File: src/rtl/cfar2d_pkg.sv
// Shared constants, codes and item types of the 2D CA-CFAR detector.
package cfar2d_pkg;

  // Geometry limits
  localparam int MAX_COLS  = 1024;
  localparam int MAX_ROWS  = 1024;
  localparam int MAX_REF   = 8;
  localparam int MAX_GUARD = 4;
  localparam int WIN_DEPTH = 2 * (MAX_REF + MAX_GUARD) + 1;

  // Field widths
  localparam int POW_W   = 24;
  localparam int POS_W   = 10;
  localparam int COL_W   = $clog2(MAX_COLS);
  localparam int ROW_W   = $clog2(MAX_ROWS);
  localparam int FRM_W   = 11;
  localparam int REF_W   = 4;
  localparam int GRD_W   = 3;
  localparam int WIN_W   = $clog2(MAX_REF + MAX_GUARD + 1);
  localparam int SLOT_W  = $clog2(WIN_DEPTH);
  localparam int OCS_W   = 29;
  localparam int GCS_W   = 28;
  localparam int OWS_W   = 34;
  localparam int GWS_W   = 32;
  localparam int ALPHA_W = 24;
  localparam int FRAC_W  = 16;
  localparam int THR_W   = 42;
  localparam int PROD_W  = OWS_W + ALPHA_W;

  // Column-sum delay lines in the window stage
  localparam int OLINE_D  = 2 * (MAX_REF + MAX_GUARD) + 1;
  localparam int GLINE_D  = MAX_REF + 2 * MAX_GUARD + 1;
  localparam int CLINE_D  = MAX_REF + MAX_GUARD;
  localparam int OLINE_IW = $clog2(OLINE_D);
  localparam int GLINE_IW = $clog2(GLINE_D);
  localparam int CLINE_IW = $clog2(CLINE_D);

  // Configuration port
  localparam int CFG_IDX_W = 3;
  localparam int CFG_DW    = 24;

  localparam logic [CFG_IDX_W-1:0] CFG_REF_ROWS   = 3'd0;
  localparam logic [CFG_IDX_W-1:0] CFG_REF_COLS   = 3'd1;
  localparam logic [CFG_IDX_W-1:0] CFG_GUARD_ROWS = 3'd2;
  localparam logic [CFG_IDX_W-1:0] CFG_GUARD_COLS = 3'd3;
  localparam logic [CFG_IDX_W-1:0] CFG_ALPHA      = 3'd4;
  localparam logic [CFG_IDX_W-1:0] CFG_FRAME_ROWS = 3'd5;
  localparam logic [CFG_IDX_W-1:0] CFG_FRAME_COLS = 3'd6;

  localparam logic [REF_W-1:0]   RST_REF    = 4'd4;
  localparam logic [GRD_W-1:0]   RST_GUARD  = 3'd1;
  localparam logic [ALPHA_W-1:0] RST_ALPHA  = 24'd65536;
  localparam logic [FRM_W-1:0]   RST_FRAME  = 11'd1024;

  typedef struct packed {
    logic [POW_W-1:0] power;
    logic             frame_start;
  } in_item_t;

  typedef struct packed {
    logic             detected;
    logic [POS_W-1:0] cell_row;
    logic [POS_W-1:0] cell_col;
    logic [THR_W-1:0] noise_threshold;
  } out_item_t;

  typedef struct packed {
    logic [REF_W-1:0] rr;
    logic [REF_W-1:0] rc;
    logic [GRD_W-1:0] gr;
    logic [GRD_W-1:0] gc;
    logic [WIN_W-1:0] wr;
    logic [WIN_W-1:0] wc;
  } geom_t;

  typedef struct packed {
    logic [POW_W-1:0]  power;
    logic [ROW_W-1:0]  row;
    logic [COL_W-1:0]  col;
    logic [SLOT_W-1:0] slot;
    geom_t             geom;
  } a_item_t;

  typedef struct packed {
    logic [WIN_DEPTH-1:0][POW_W-1:0] smp;
    logic [OCS_W-1:0]                ocs;
    logic [GCS_W-1:0]                gcs;
  } colword_t;

  localparam int COLWORD_W = $bits(colword_t);

  typedef struct packed {
    logic [ROW_W-1:0] row;
    logic [COL_W-1:0] col;
    logic [OCS_W-1:0] ocs;
    logic [GCS_W-1:0] gcs;
    logic [POW_W-1:0] cut_smp;
    geom_t            geom;
  } b_item_t;

  typedef struct packed {
    logic [POW_W-1:0] cut;
    logic [POS_W-1:0] cell_row;
    logic [POS_W-1:0] cell_col;
  } cand_t;

endpackage

File: src/rtl/cfar2d_thr.sv
// Reference sum, alpha scaling and threshold compare with output register.
module cfar2d_thr (
  input  logic                             clk,
  input  logic                             rst_n,
  input  logic                             adv,
  input  logic                             c_v,
  input  cfar2d_pkg::cand_t                cand,
  input  logic [cfar2d_pkg::OWS_W-1:0]     ows,
  input  logic [cfar2d_pkg::GWS_W-1:0]     gws,
  input  logic [cfar2d_pkg::ALPHA_W-1:0]   alpha,
  output logic                             out_valid,
  output cfar2d_pkg::out_item_t            out_data
);
  import cfar2d_pkg::*;

  logic              r_v_r;
  logic [OWS_W-1:0]  ref_r;
  cand_t             r_cand_r;
  logic              p_v_r;
  logic [PROD_W-1:0] prod_r;
  cand_t             p_cand_r;
  logic              out_v_r;
  out_item_t         out_r;
  logic [THR_W-1:0]  thr;

  assign thr = prod_r[PROD_W-1:FRAC_W];

  always_ff @(posedge clk) begin
    if (!rst_n) begin
      r_v_r   <= 1'b0;
      p_v_r   <= 1'b0;
      out_v_r <= 1'b0;
    end else if (adv) begin
      r_v_r   <= c_v;
      p_v_r   <= r_v_r;
      out_v_r <= p_v_r;
    end
  end

  always_ff @(posedge clk) begin
    if (adv) begin
      ref_r                 <= ows - OWS_W'(gws);
      r_cand_r              <= cand;
      prod_r                <= PROD_W'(ref_r) * PROD_W'(alpha);
      p_cand_r              <= r_cand_r;
      out_r.detected        <= THR_W'(p_cand_r.cut) > thr;
      out_r.cell_row        <= p_cand_r.cell_row;
      out_r.cell_col        <= p_cand_r.cell_col;
      out_r.noise_threshold <= thr;
    end
  end

  assign out_valid = out_v_r;
  assign out_data  = out_r;

endmodule

File: config.mk
export PLATFORM = sky130hd
export DESIGN_NAME = cfar2d_thr
export DESIGN_NICKNAME = d
export VERILOG_FILES = /design/src/rtl/cfar2d_pkg.sv /design/src/rtl/cfar2d_thr.sv
export SDC_FILE = /design/constraint.sdc
export NUM_CORES = 2
export LEC_CHECK = 0
export BUFFER_PORTS_ARGS = -buffer_cell sky130_fd_sc_hd__buf_2
export CORE_MARGIN = 2
export CORE_UTILIZATION = 65
export CTS_CLUSTER_SIZE = 12
export DETAILED_ROUTE_END_ITERATION = 12
export PLACE_DENSITY = 0.86
export SYNTH_ARGS = -nofsm -noshare
export SYNTH_HDL_FRONTEND = slang
export SYNTH_SLANG_ARGS = --single-unit
File: constraint.sdc
create_clock -name clk -period 14.8 [get_ports clk]
set_input_delay 3.7 -clock clk [delete_from_list [all_inputs] [get_ports clk]]
set_output_delay 3.7 -clock clk [all_outputs]
set_load 0.01 [all_outputs]
==> qor.yml <==
worstPathRequired_ns: 15.10
fin_skew_ns: 0.0261
row_count: 85
syn2layout_area_growth_pct: 6.81
maxSlewHeadroom_pct: 25.8
clk_path_buf_depth: 3
diodes: 0
yosysWarnings: 0
postCtsSetupRepairBufs: 0
n_fill_cell: 3880
synth_top_area_share_pct: 39.9
multi_input_area_um2: 24600
cts_resized: 0
antenna_found_initial: 0
grt_use_total_pct: 33.0
synth_cell_types: 72
synth_area_leaders: "fa_1 (40%), edfxtp_1 (19%), inv_1 (8.8%), ha_1 (8.4%), and2_1 (7.4%)"
ant_nets: 0
startpoint_type: "primary input"
cts_buffers: 26
crit_type: "primary input to flip-flop"
grt_max_degree: 88
clk_latency_ns: 0.56
drive_above_1_share_pct: 8.27
route.vias.total: 25132
fin_nets: 4710
worst_setup_path_end_kind: "flip-flop"
rsz0062_at_grt: "no"
drv_slew: 0
holdBufCountCts: 0
fmax_mhz: 92.7
whs_ns: 0.415
yosys.cell_count.top_type: "inv_1"
cts_root_buf: "clkbuf_16"
final_cells: 4349
finalWeightedCongestion: 0.919
avgSynthCellArea_um2: 9.99
ys_seq_elements: 230
regArea_um2: 6880
setup_violations: 0
io_pins: 202
syn_nets: 4601
crit_fanout: 34
htreeDepth: 1
synth-main-ff-cell: "edfxtp_1"
place_inst: 4302
worst_pin_slew_ns: 1.11
cap_violations: 0
initial_core_util_pct: 65.6
die_y_um: 237
synth_common_cells: "inv_1 (826), fa_1 (702), nand2_1 (469), and2_1 (414), ha_1 (236)"
grt_pass1_wl_um: 142000
status: "completed"
hp-class: "flip-flop to flip-flop"
setup_tns_ns: 0
period_needed_ns: 10.78
io_buffers: 201
drc: 0
hpwl_um: 64300
synth_edf_count: 227
numClockSinks: 230
grt_overflow: 0
die_x_um: 237
routed_wl_um: 88300
first_global_vias: 27719
rrSetupSlack_ns: 6.72
fp.dieArea_um2: 56100
dr.pass1.iters: 6
syn_area_um2: 35200
async_reset_ff_share_pct: 0
synthCells: 3525
wl_per_cell_um: 20.3
synth_top_cell_by_area: "fa_1"
via_per_inst: 5.78
coreArea_um2: 53700
ys_seq_area_share_pct: 19.5
hold_viol_final: 0
arrival_ns: 11.08
fin_crit_sh_pct: 72.9
cts_tree: "done"
drt_iter0_drc: 2032
clk_pin_slew_ns: 0.06
worst max-delay path: stages:
cell and delay [ns]:
buf_2 0.63, nand2_1 0.18, fa_1 0.55, inv_1 0.05, fa_1 0.47, inv_1 0.05, fa_1 0.49, fa_1 0.51
inv_1 0.05, fa_1 0.50, fa_1 0.50, inv_1 0.05, fa_1 0.47, inv_1 0.04, ha_1 0.42, a21oi_1 0.18
nand2_1 0.12, a21o_1 0.18, a221o_1 0.31, a41oi_1 0.61, o21ai_2 0.28, a21o_2 0.28, a21oi_4 0.19, o31ai_2 0.10
xor2_1 0.15
state kept, by name, indices dropped and copies added (netlist names):
signal,count
out_data,63
p_cand_r,44
out_valid,1
r_v_r,1
r_cand_r,44
p_v_r,1
prod_r,42
ref_r,34
cells in the final DEF, fill, tap and decap left out, types with 4 or more instances in the layout:
cell type / count
a21oi_2: 7
nand2_1: 469
inv_1: 826
a221oi_1: 4
a21oi_1: 81
o211ai_1: 4
o21a_1: 8
fa_1: 702
a311oi_1: 4
edfxtp_1: 227
xnor2_1: 42
nor2b_1: 11
and2_1: 414
clkbuf_1: 10
and3_1: 8
nand3_1: 18
a41oi_1: 4
nor3_1: 13
nand4_1: 19
nor2_1: 44
o21ai_1: 7
xor2_1: 31
buf_2: 200
a21o_1: 43
nand2b_1: 13
a31oi_1: 8
o21ai_0: 39
buf_4: 39
o21bai_1: 13
ha_1: 236
a21boi_1: 4
clkbuf_16: 27
nor4_1: 7
cells by family after synthesis:
logic type / count (synthesis) / share of synthesized area, %
simple gates: 1028 / 14.5
buf+inv: 985 / 10.5
fa+ha+maj: 938 / 48.3
compound gates: 268 / 5.23
xor+xnor: 73 / 1.82
mux: 3 / 0.0852
flops: 230 / 19.5
through the flow:
| step | setup slack (ns) | utilization [%] | instance area, um^2 |
|---|---|---|---|
| floorplan | 4.51 | - | 35200 |
| global placement | 3.62 | 68.5 | 36800 |
| detailed placement | 3.48 | 68.5 | 36800 |
| CTS | 4.10 | 70.1 | 37600 |
| global route | 3.76 | 70.1 | 37600 |
| finish | 4.02 | 70.1 | 37600 |
layer usage:
| layer | up-vias | track usage (%) | part of all wire, % |
|---|---|---|---|
| met2 | 1362 | 55.2 | 48 |
| li1 | 10800 | - | - |
| met1 | 12528 | 39.2 | 35 |
| met3 | 442 | 6.92 | 9.7 |
| met5 | - | 0 | 0 |
| met4 | 0 | 20.9 | 7.4 |
path summary, 6_finish.rpt:
check                                  start      endpoint  cells after the start
worst min register to register  r_cand_r[31]  p_cand_r[31]                      0
worst max register to register      ref_r[9]    prod_r[54]                     22
worst max-delay path                alpha[4]    prod_r[54]                     25
worst min-delay path            r_cand_r[31]  p_cand_r[31]                      0
layout make-up:
type | count | share of cell area, %
multi-input cells | 2310 | 65.5
flip-flops and latches | 230 | 18.3
inverters | 826 | 8.24
repair buffers | 240 | 3.48
well taps | 696 | 2.31
clock buffers | 38 | 1.93
clock inverters | 9 | 0.273
Power is left out: the tool's default activity adds up to more than one toggle a clock period on the data nets, which glitch-free logic cannot reach.
