`config.mk`:
```
export PLATFORM = sky130hd
export DESIGN_NAME = cfar2d_win
export DESIGN_NICKNAME = d
export VERILOG_FILES = /design/src/rtl/cfar2d_pkg.sv /design/src/rtl/cfar2d_win.sv
export SDC_FILE = /design/constraint.sdc
export NUM_CORES = 2
export LEC_CHECK = 0
export BUFFER_PORTS_ARGS = -buffer_cell sky130_fd_sc_hd__buf_2
export CORE_ASPECT_RATIO = 2
export CORE_MARGIN = 5
export CORE_UTILIZATION = 62
export CTS_CLUSTER_DIAMETER = 200
export DETAILED_ROUTE_END_ITERATION = 6
export PLACE_DENSITY = 0.92
export SLEW_MARGIN = 30
export SYNTH_ARGS = -nofsm -noshare
export SYNTH_HDL_FRONTEND = slang
export SYNTH_SLANG_ARGS = --single-unit
```
`constraint.sdc`:
```
create_clock -name clk -period 53.1 [get_ports clk]
set_clock_uncertainty 0.15 [all_clocks]
set_input_delay 2.655 -clock clk [delete_from_list [all_inputs] [get_ports clk]]
set_output_delay 2.655 -clock clk [all_outputs]
set_load 0.01 [all_outputs]
```
`src/rtl/cfar2d_pkg.sv`:
```
// Shared constants, codes and item types of the 2D CA-CFAR detector.
package cfar2d_pkg;

  // Geometry limits
  localparam int MAX_COLS  = 1024;
  localparam int MAX_ROWS  = 1024;
  localparam int MAX_REF   = 8;
  localparam int MAX_GUARD = 4;
  localparam int WIN_DEPTH = 2 * (MAX_REF + MAX_GUARD) + 1;

  // Field widths
  localparam int POW_W   = 24;
  localparam int POS_W   = 10;
  localparam int COL_W   = $clog2(MAX_COLS);
  localparam int ROW_W   = $clog2(MAX_ROWS);
  localparam int FRM_W   = 11;
  localparam int REF_W   = 4;
  localparam int GRD_W   = 3;
  localparam int WIN_W   = $clog2(MAX_REF + MAX_GUARD + 1);
  localparam int SLOT_W  = $clog2(WIN_DEPTH);
  localparam int OCS_W   = 29;
  localparam int GCS_W   = 28;
  localparam int OWS_W   = 34;
  localparam int GWS_W   = 32;
  localparam int ALPHA_W = 24;
  localparam int FRAC_W  = 16;
  localparam int THR_W   = 42;
  localparam int PROD_W  = OWS_W + ALPHA_W;

  // Column-sum delay lines in the window stage
  localparam int OLINE_D  = 2 * (MAX_REF + MAX_GUARD) + 1;
  localparam int GLINE_D  = MAX_REF + 2 * MAX_GUARD + 1;
  localparam int CLINE_D  = MAX_REF + MAX_GUARD;
  localparam int OLINE_IW = $clog2(OLINE_D);
  localparam int GLINE_IW = $clog2(GLINE_D);
  localparam int CLINE_IW = $clog2(CLINE_D);

  // Configuration port
  localparam int CFG_IDX_W = 3;
  localparam int CFG_DW    = 24;

  localparam logic [CFG_IDX_W-1:0] CFG_REF_ROWS   = 3'd0;
  localparam logic [CFG_IDX_W-1:0] CFG_REF_COLS   = 3'd1;
  localparam logic [CFG_IDX_W-1:0] CFG_GUARD_ROWS = 3'd2;
  localparam logic [CFG_IDX_W-1:0] CFG_GUARD_COLS = 3'd3;
  localparam logic [CFG_IDX_W-1:0] CFG_ALPHA      = 3'd4;
  localparam logic [CFG_IDX_W-1:0] CFG_FRAME_ROWS = 3'd5;
  localparam logic [CFG_IDX_W-1:0] CFG_FRAME_COLS = 3'd6;

  localparam logic [REF_W-1:0]   RST_REF    = 4'd4;
  localparam logic [GRD_W-1:0]   RST_GUARD  = 3'd1;
  localparam logic [ALPHA_W-1:0] RST_ALPHA  = 24'd65536;
  localparam logic [FRM_W-1:0]   RST_FRAME  = 11'd1024;

  typedef struct packed {
    logic [POW_W-1:0] power;
    logic             frame_start;
  } in_item_t;

  typedef struct packed {
    logic             detected;
    logic [POS_W-1:0] cell_row;
    logic [POS_W-1:0] cell_col;
    logic [THR_W-1:0] noise_threshold;
  } out_item_t;

  typedef struct packed {
    logic [REF_W-1:0] rr;
    logic [REF_W-1:0] rc;
    logic [GRD_W-1:0] gr;
    logic [GRD_W-1:0] gc;
    logic [WIN_W-1:0] wr;
    logic [WIN_W-1:0] wc;
  } geom_t;

  typedef struct packed {
    logic [POW_W-1:0]  power;
    logic [ROW_W-1:0]  row;
    logic [COL_W-1:0]  col;
    logic [SLOT_W-1:0] slot;
    geom_t             geom;
  } a_item_t;

  typedef struct packed {
    logic [WIN_DEPTH-1:0][POW_W-1:0] smp;
    logic [OCS_W-1:0]                ocs;
    logic [GCS_W-1:0]                gcs;
  } colword_t;

  localparam int COLWORD_W = $bits(colword_t);

  typedef struct packed {
    logic [ROW_W-1:0] row;
    logic [COL_W-1:0] col;
    logic [OCS_W-1:0] ocs;
    logic [GCS_W-1:0] gcs;
    logic [POW_W-1:0] cut_smp;
    geom_t            geom;
  } b_item_t;

  typedef struct packed {
    logic [POW_W-1:0] cut;
    logic [POS_W-1:0] cell_row;
    logic [POS_W-1:0] cell_col;
  } cand_t;

endpackage

```
`src/rtl/cfar2d_win.sv`:
```
// Horizontal running window sums over column sums, cell-under-test delay.
module cfar2d_win (
  input  logic                           clk,
  input  logic                           rst_n,
  input  logic                           adv,
  input  logic                           b_v,
  input  cfar2d_pkg::b_item_t            b_item,
  output logic                           c_v,
  output cfar2d_pkg::cand_t              cand,
  output logic [cfar2d_pkg::OWS_W-1:0]   ows,
  output logic [cfar2d_pkg::GWS_W-1:0]   gws
);
  import cfar2d_pkg::*;

  logic              b_v_r;
  b_item_t           b_r;
  logic [OCS_W-1:0]  oline_r [OLINE_D];
  logic [GCS_W-1:0]  gline_r [GLINE_D];
  logic [POW_W-1:0]  cline_r [CLINE_D];
  logic [OWS_W-1:0]  ows_r;
  logic [GWS_W-1:0]  gws_r;
  logic [OWS_W-1:0]  ows_nxt;
  logic [GWS_W-1:0]  gws_nxt;
  logic              c_v_r;
  cand_t             cand_r;
  cand_t             cand_nxt;
  logic              dec;
  logic [OLINE_IW-1:0] o_idx;
  logic [GLINE_IW-1:0] ga_idx;
  logic [GLINE_IW-1:0] gs_idx;
  logic [OCS_W-1:0]  o_sub;
  logic [GCS_W-1:0]  g_add;
  logic [GCS_W-1:0]  g_sub;
  logic [POW_W-1:0]  cut;

  always_comb begin
    o_idx  = OLINE_IW'({b_r.geom.wc, 1'b0});
    ga_idx = GLINE_IW'(b_r.geom.rc) - GLINE_IW'(1);
    gs_idx = GLINE_IW'(b_r.geom.wc) + GLINE_IW'(b_r.geom.gc);

    o_sub = (COL_W'(b_r.col) > COL_W'(o_idx)) ? oline_r[o_idx] : '0;
    if (b_r.geom.rc == '0) begin
      g_add = b_r.gcs;
    end else if (b_r.col >= COL_W'(b_r.geom.rc)) begin
      g_add = gline_r[ga_idx];
    end else begin
      g_add = '0;
    end
    g_sub = (b_r.col > COL_W'(gs_idx)) ? gline_r[gs_idx] : '0;

    ows_nxt = ((b_r.col == '0) ? '0 : ows_r) + OWS_W'(b_r.ocs) - OWS_W'(o_sub);
    gws_nxt = ((b_r.col == '0) ? '0 : gws_r) + GWS_W'(g_add) - GWS_W'(g_sub);

    cut = (b_r.geom.wc == '0) ? b_r.cut_smp
                              : cline_r[CLINE_IW'(b_r.geom.wc) - CLINE_IW'(1)];

    dec = (b_r.row >= ROW_W'({b_r.geom.wr, 1'b0})) &&
          (b_r.col >= COL_W'({b_r.geom.wc, 1'b0}));

    cand_nxt.cut      = cut;
    cand_nxt.cell_row = POS_W'(b_r.row - ROW_W'(b_r.geom.wr));
    cand_nxt.cell_col = POS_W'(b_r.col - COL_W'(b_r.geom.wc));
  end

  always_ff @(posedge clk) begin
    if (!rst_n) begin
      b_v_r <= 1'b0;
      c_v_r <= 1'b0;
      ows_r <= '0;
      gws_r <= '0;
    end else if (adv) begin
      b_v_r <= b_v;
      c_v_r <= b_v_r && dec;
      if (b_v_r) begin
        ows_r <= ows_nxt;
        gws_r <= gws_nxt;
      end
    end
  end

  always_ff @(posedge clk) begin
    if (adv) begin
      b_r    <= b_item;
      cand_r <= cand_nxt;
      if (b_v_r) begin
        oline_r[0] <= b_r.ocs;
        gline_r[0] <= b_r.gcs;
        cline_r[0] <= b_r.cut_smp;
        for (int i = 1; i < OLINE_D; i++) oline_r[i] <= oline_r[i-1];
        for (int i = 1; i < GLINE_D; i++) gline_r[i] <= gline_r[i-1];
        for (int i = 1; i < CLINE_D; i++) cline_r[i] <= cline_r[i-1];
      end
    end
  end

  assign c_v  = c_v_r;
  assign cand = cand_r;
  assign ows  = ows_r;
  assign gws  = gws_r;

endmodule

```
==> qor.txt <==
Status - finished with violations
Failing checks - design-rule violations
Power, Total - 3.43 mW
Worst setup margin - 45.30 ns
Tcrit/Tclk final - 14.7%
CTS clk-pin slew, worst paths - 0.07 ns
First-pass GRT wire length - 263,000 um
Met1 Routed Length - 56,800 um
Largest net degree at the start of global routing - 215
Root buf cell - clkbuf_16
RR Startpoint - b_r[0]
Dpl cell area - 74,600 um^2
Area Growth Syn to Fin - 10.9%
Chip Width - 250 um
Worst-skew pair later-pin latency - 0.80 ns
Post-synth ARST share - 0%
Max Buffers Root-to-Sink - 3
TritonCTS Buffers - 145
Vias post-DR - 40,411
Synthesized flop and latch total - 1,721
Cts hold-fix bufs - 0
Max Freq - 128 MHz
Synth Flop Type - edfxtp_1
Post-synth net total - 4,248
Postcts setup bufs - 0
GP Congestion - 0.914
Register area share after synthesis - 71.1%
WL final - 176,000 um
Dpl hpwl - 101,000 um
Crit end category - flop
Cells along the critical path - buf_4 > ha_4 > buf_4 > buf_6 > mux4_2 > mux4_2 > nand2_1 > a21oi_1 > fa_1 > inv_1 > ha_1 > nand3_1 > nor2_1 > a311oi_1 > o21ai_0 > a41o_1 > o31ai_1 > mux2_1 > or4_1 > nand3b_1
Worst-path maximum fanout - 46
Chip Height - 491 um
R2r endpoint - gws[31]
Clk sinks - 1,721
Initial DRC count - 5,086
EDFF count, synth - 1,649
Grt ovf - 0
CTS H-tree lvls - 4
Area occupied by registers - 51,000 um^2
WP data arrival - 8.36 ns
Worst hold slack - 0.251 ns
Final hold viol count - 0
Total GRT Usage - 28.3%
Detail Route Antenna Nets - 0
Wire length on met3 - 19,700 um
Syn. warnings - 0
Multi-input logic area - 19,400 um^2
Initial antenna violation count - 12
Vias/cell - 6.94
Fraction of layout cells with a size suffix above 1 - 22.1%
Mapped cell area - 71,700 um^2
Setup crit start kind - flop
Final setup TNS - 0 ns
CP Launch Point - b_r[0]
FF-to-FF path depth - 20
DR DRC count - 35
Peak VDD IR - 0.0000440 V
Port bufs - 230
Pwr Density - 43.1 nW/um^2
Highest Signal Layer - met5
Max-cap violations - 0
WL/cell - 30.2 um
Core Region - 115,000 um^2
Total iterations of the first detailed-routing run - 7
RSZ-0062 raised after global routing - false
Critical Path RT - 53.67 ns
R2r setup slk - 45.30 ns
Place WS - 45.12 ns
Leakage - 27.1 nW
Max incr delay on CP - 0.81 ns
Worst hold path class - flop to flop
Slowest stage cell, crit path - ha_4
Die area - 123,000 um^2
Met2 WL - 87,900 um
CTS tree - built
Slew of the pin with the lowest slew margin - 1.04 ns
Critical path type - flop to flop
Final Setup Violations - 0
Io pins - 238
Fillers - 6,646
Critical Path End - gws[31]
Initial Utilization - 62.4%
Final net count - 4,472
Mapped Cells - 3,963
Max_slew headroom - 30.6%
Mean Syn Cell Area - 18.1 um^2
Minimum clock period after layout - 7.80 ns
FP Rows - 176
Via count of the first global-routing pass - 42,081
Post-CTS Resized - 0
Cell variety after synth - 68
Slew Limit Fails - 0
Final Instance Area - 79,500 um^2
-- sequential cells by signal (all words and copies together), names as in the netlist, named ones only --
signal and cells:
b_r 116, b_v_r 1, c_v 1, cand 44, cline_r 288, gline_r 476, gws 32, oline_r 725
ows 34
-- final cells by class --
class                   count  share of cell area (%)
diodes                      7                  0.0220
repair buffers            284                    2.15
clock buffers             171                    4.79
multi-input cells        1851                    24.4
inverters                 184                   0.882
well taps                1513                    2.38
clock inverters            96                    1.28
flip-flops and latches   1721                    64.1
-- per-layer routing --
| metal | global-route usage (%) | vias to the layer above |
|---|---|---|
| li1 | - | 16126 |
| met1 | 34.7 | 20148 |
| met2 | 47.0 | 3271 |
| met3 | 6.91 | 860 |
| met4 | 15.1 | 6 |
| met5 | 0 | - |
-- placed cells by master, fill, tap and decap left out, types with 18 or more instances in the layout --
cell type	netlist	final
clkbuf_16	0	146
xor2_1	23	21
and2_1	37	37
nor2_1	86	84
ha_1	98	95
fa_1	60	59
clkinv_2	0	23
xnor2_1	43	38
clkinv_1	0	27
dfxtp_1	72	68
nand2b_1	18	18
o21ai_1	18	18
nand3_1	36	36
mux2i_1	89	89
a21oi_1	188	188
buf_2	53	229
clkbuf_1	131	19
a21o_1	41	40
inv_1	183	181
a211oi_1	126	126
nand2_1	297	295
edfxtp_1	1649	1649
buf_4	0	39
nor2b_1	40	40
o21ai_0	98	98
mux4_2	411	411
-- worst max-delay path, delay by kind of cell, from the launching register on --
family / cells / cell delay, ns
muxes: 3 / 1.44
buffers and inverters: 4 / 1.70
AOI/OAI and AO/OA: 5 / 1.39
DFF: 1 / 0.37
adders and majority gates: 3 / 1.70
and+or+nand+nor: 5 / 0.86
-- cell usage after synthesis (all sizes together), types with 3 or more instances --
cell type | count | area, um^2
nand3 | 37 | 190
nor3 | 17 | 85.1
xor2 | 23 | 201
nand2 | 297 | 1110
dfxtp | 72 | 1440
mux2i | 89 | 891
a21oi | 188 | 941
nand3b | 6 | 45.0
edfxtp | 1649 | 49500
nor3b | 3 | 22.5
o31ai | 5 | 37.5
nand2b | 18 | 113
mux4 | 411 | 9260
nor4 | 6 | 37.5
o221ai | 3 | 32.5
a211oi | 126 | 946
nand4 | 13 | 81.3
a31o | 3 | 26.3
o21bai | 4 | 30.0
o21ai | 116 | 581
ha | 98 | 1230
o21a | 9 | 67.6
and3 | 11 | 68.8
buf | 76 | 352
a21o | 41 | 308
nor2 | 86 | 323
inv | 184 | 691
nor2b | 41 | 264
a211o | 4 | 35.0
a31oi | 10 | 83.8
o211ai | 9 | 67.6
or3 | 8 | 50.1
fa | 60 | 1200
and2 | 38 | 238
clkbuf | 131 | 492
o31a | 3 | 35.0
xnor2 | 43 | 377
-- metrics by stage --
| stage | util (%) | std cells |
|---|---|---|
| 5_1_grt | 69.1 | 5822 |
| 6_report | 69.1 | 5827 |
| 3_3_place_gp | 64.8 | 5550 |
| 3_5_place_dp | 64.9 | 5551 |
| 2_1_floorplan | - | 3963 |
| 4_1_cts | 69.1 | 5818 |
-- logic make-up (layout without fill, tap and decap cells) --
kind of cell | after synthesis | after routing | synth area share, %
flip-flops | 1721 | 1721 | 71.1
adder cells (fa/ha/maj) | 158 | 158 | 3.39
AO/OA/AOI/OAI | 538 | 538 | 4.67
XOR/XNOR | 66 | 66 | 0.806
multiplexers | 501 | 501 | 14.2
buffers and inverters | 391 | 735 | 2.14
AND/OR/NAND/NOR | 588 | 588 | 3.75
other | 0 | 7 | 0
-- power by group --
part | switching, mW | internal [mW]
clock network | 0.507 | 0.602
registers | 0.0354 | 1.53
logic | 0.448 | 0.300
total | 0.991 | 2.43
-- worst min-delay path by stage --
stage                         start         endpoint  slack, ns  cells past startpoint
detailed placement  oline_r[11][11]  oline_r[12][11]       0.25                      0
floorplan             oline_r[9][0]   oline_r[10][0]       0.25                      0
finish              oline_r[21][18]  oline_r[22][18]       0.25                      0
global placement    oline_r[15][18]  oline_r[16][18]       0.25                      0
CTS                  oline_r[9][21]  oline_r[10][21]       0.26                      0
global route        oline_r[17][21]  oline_r[18][21]       0.27                      0
Power figures use the tool's default switching activity.
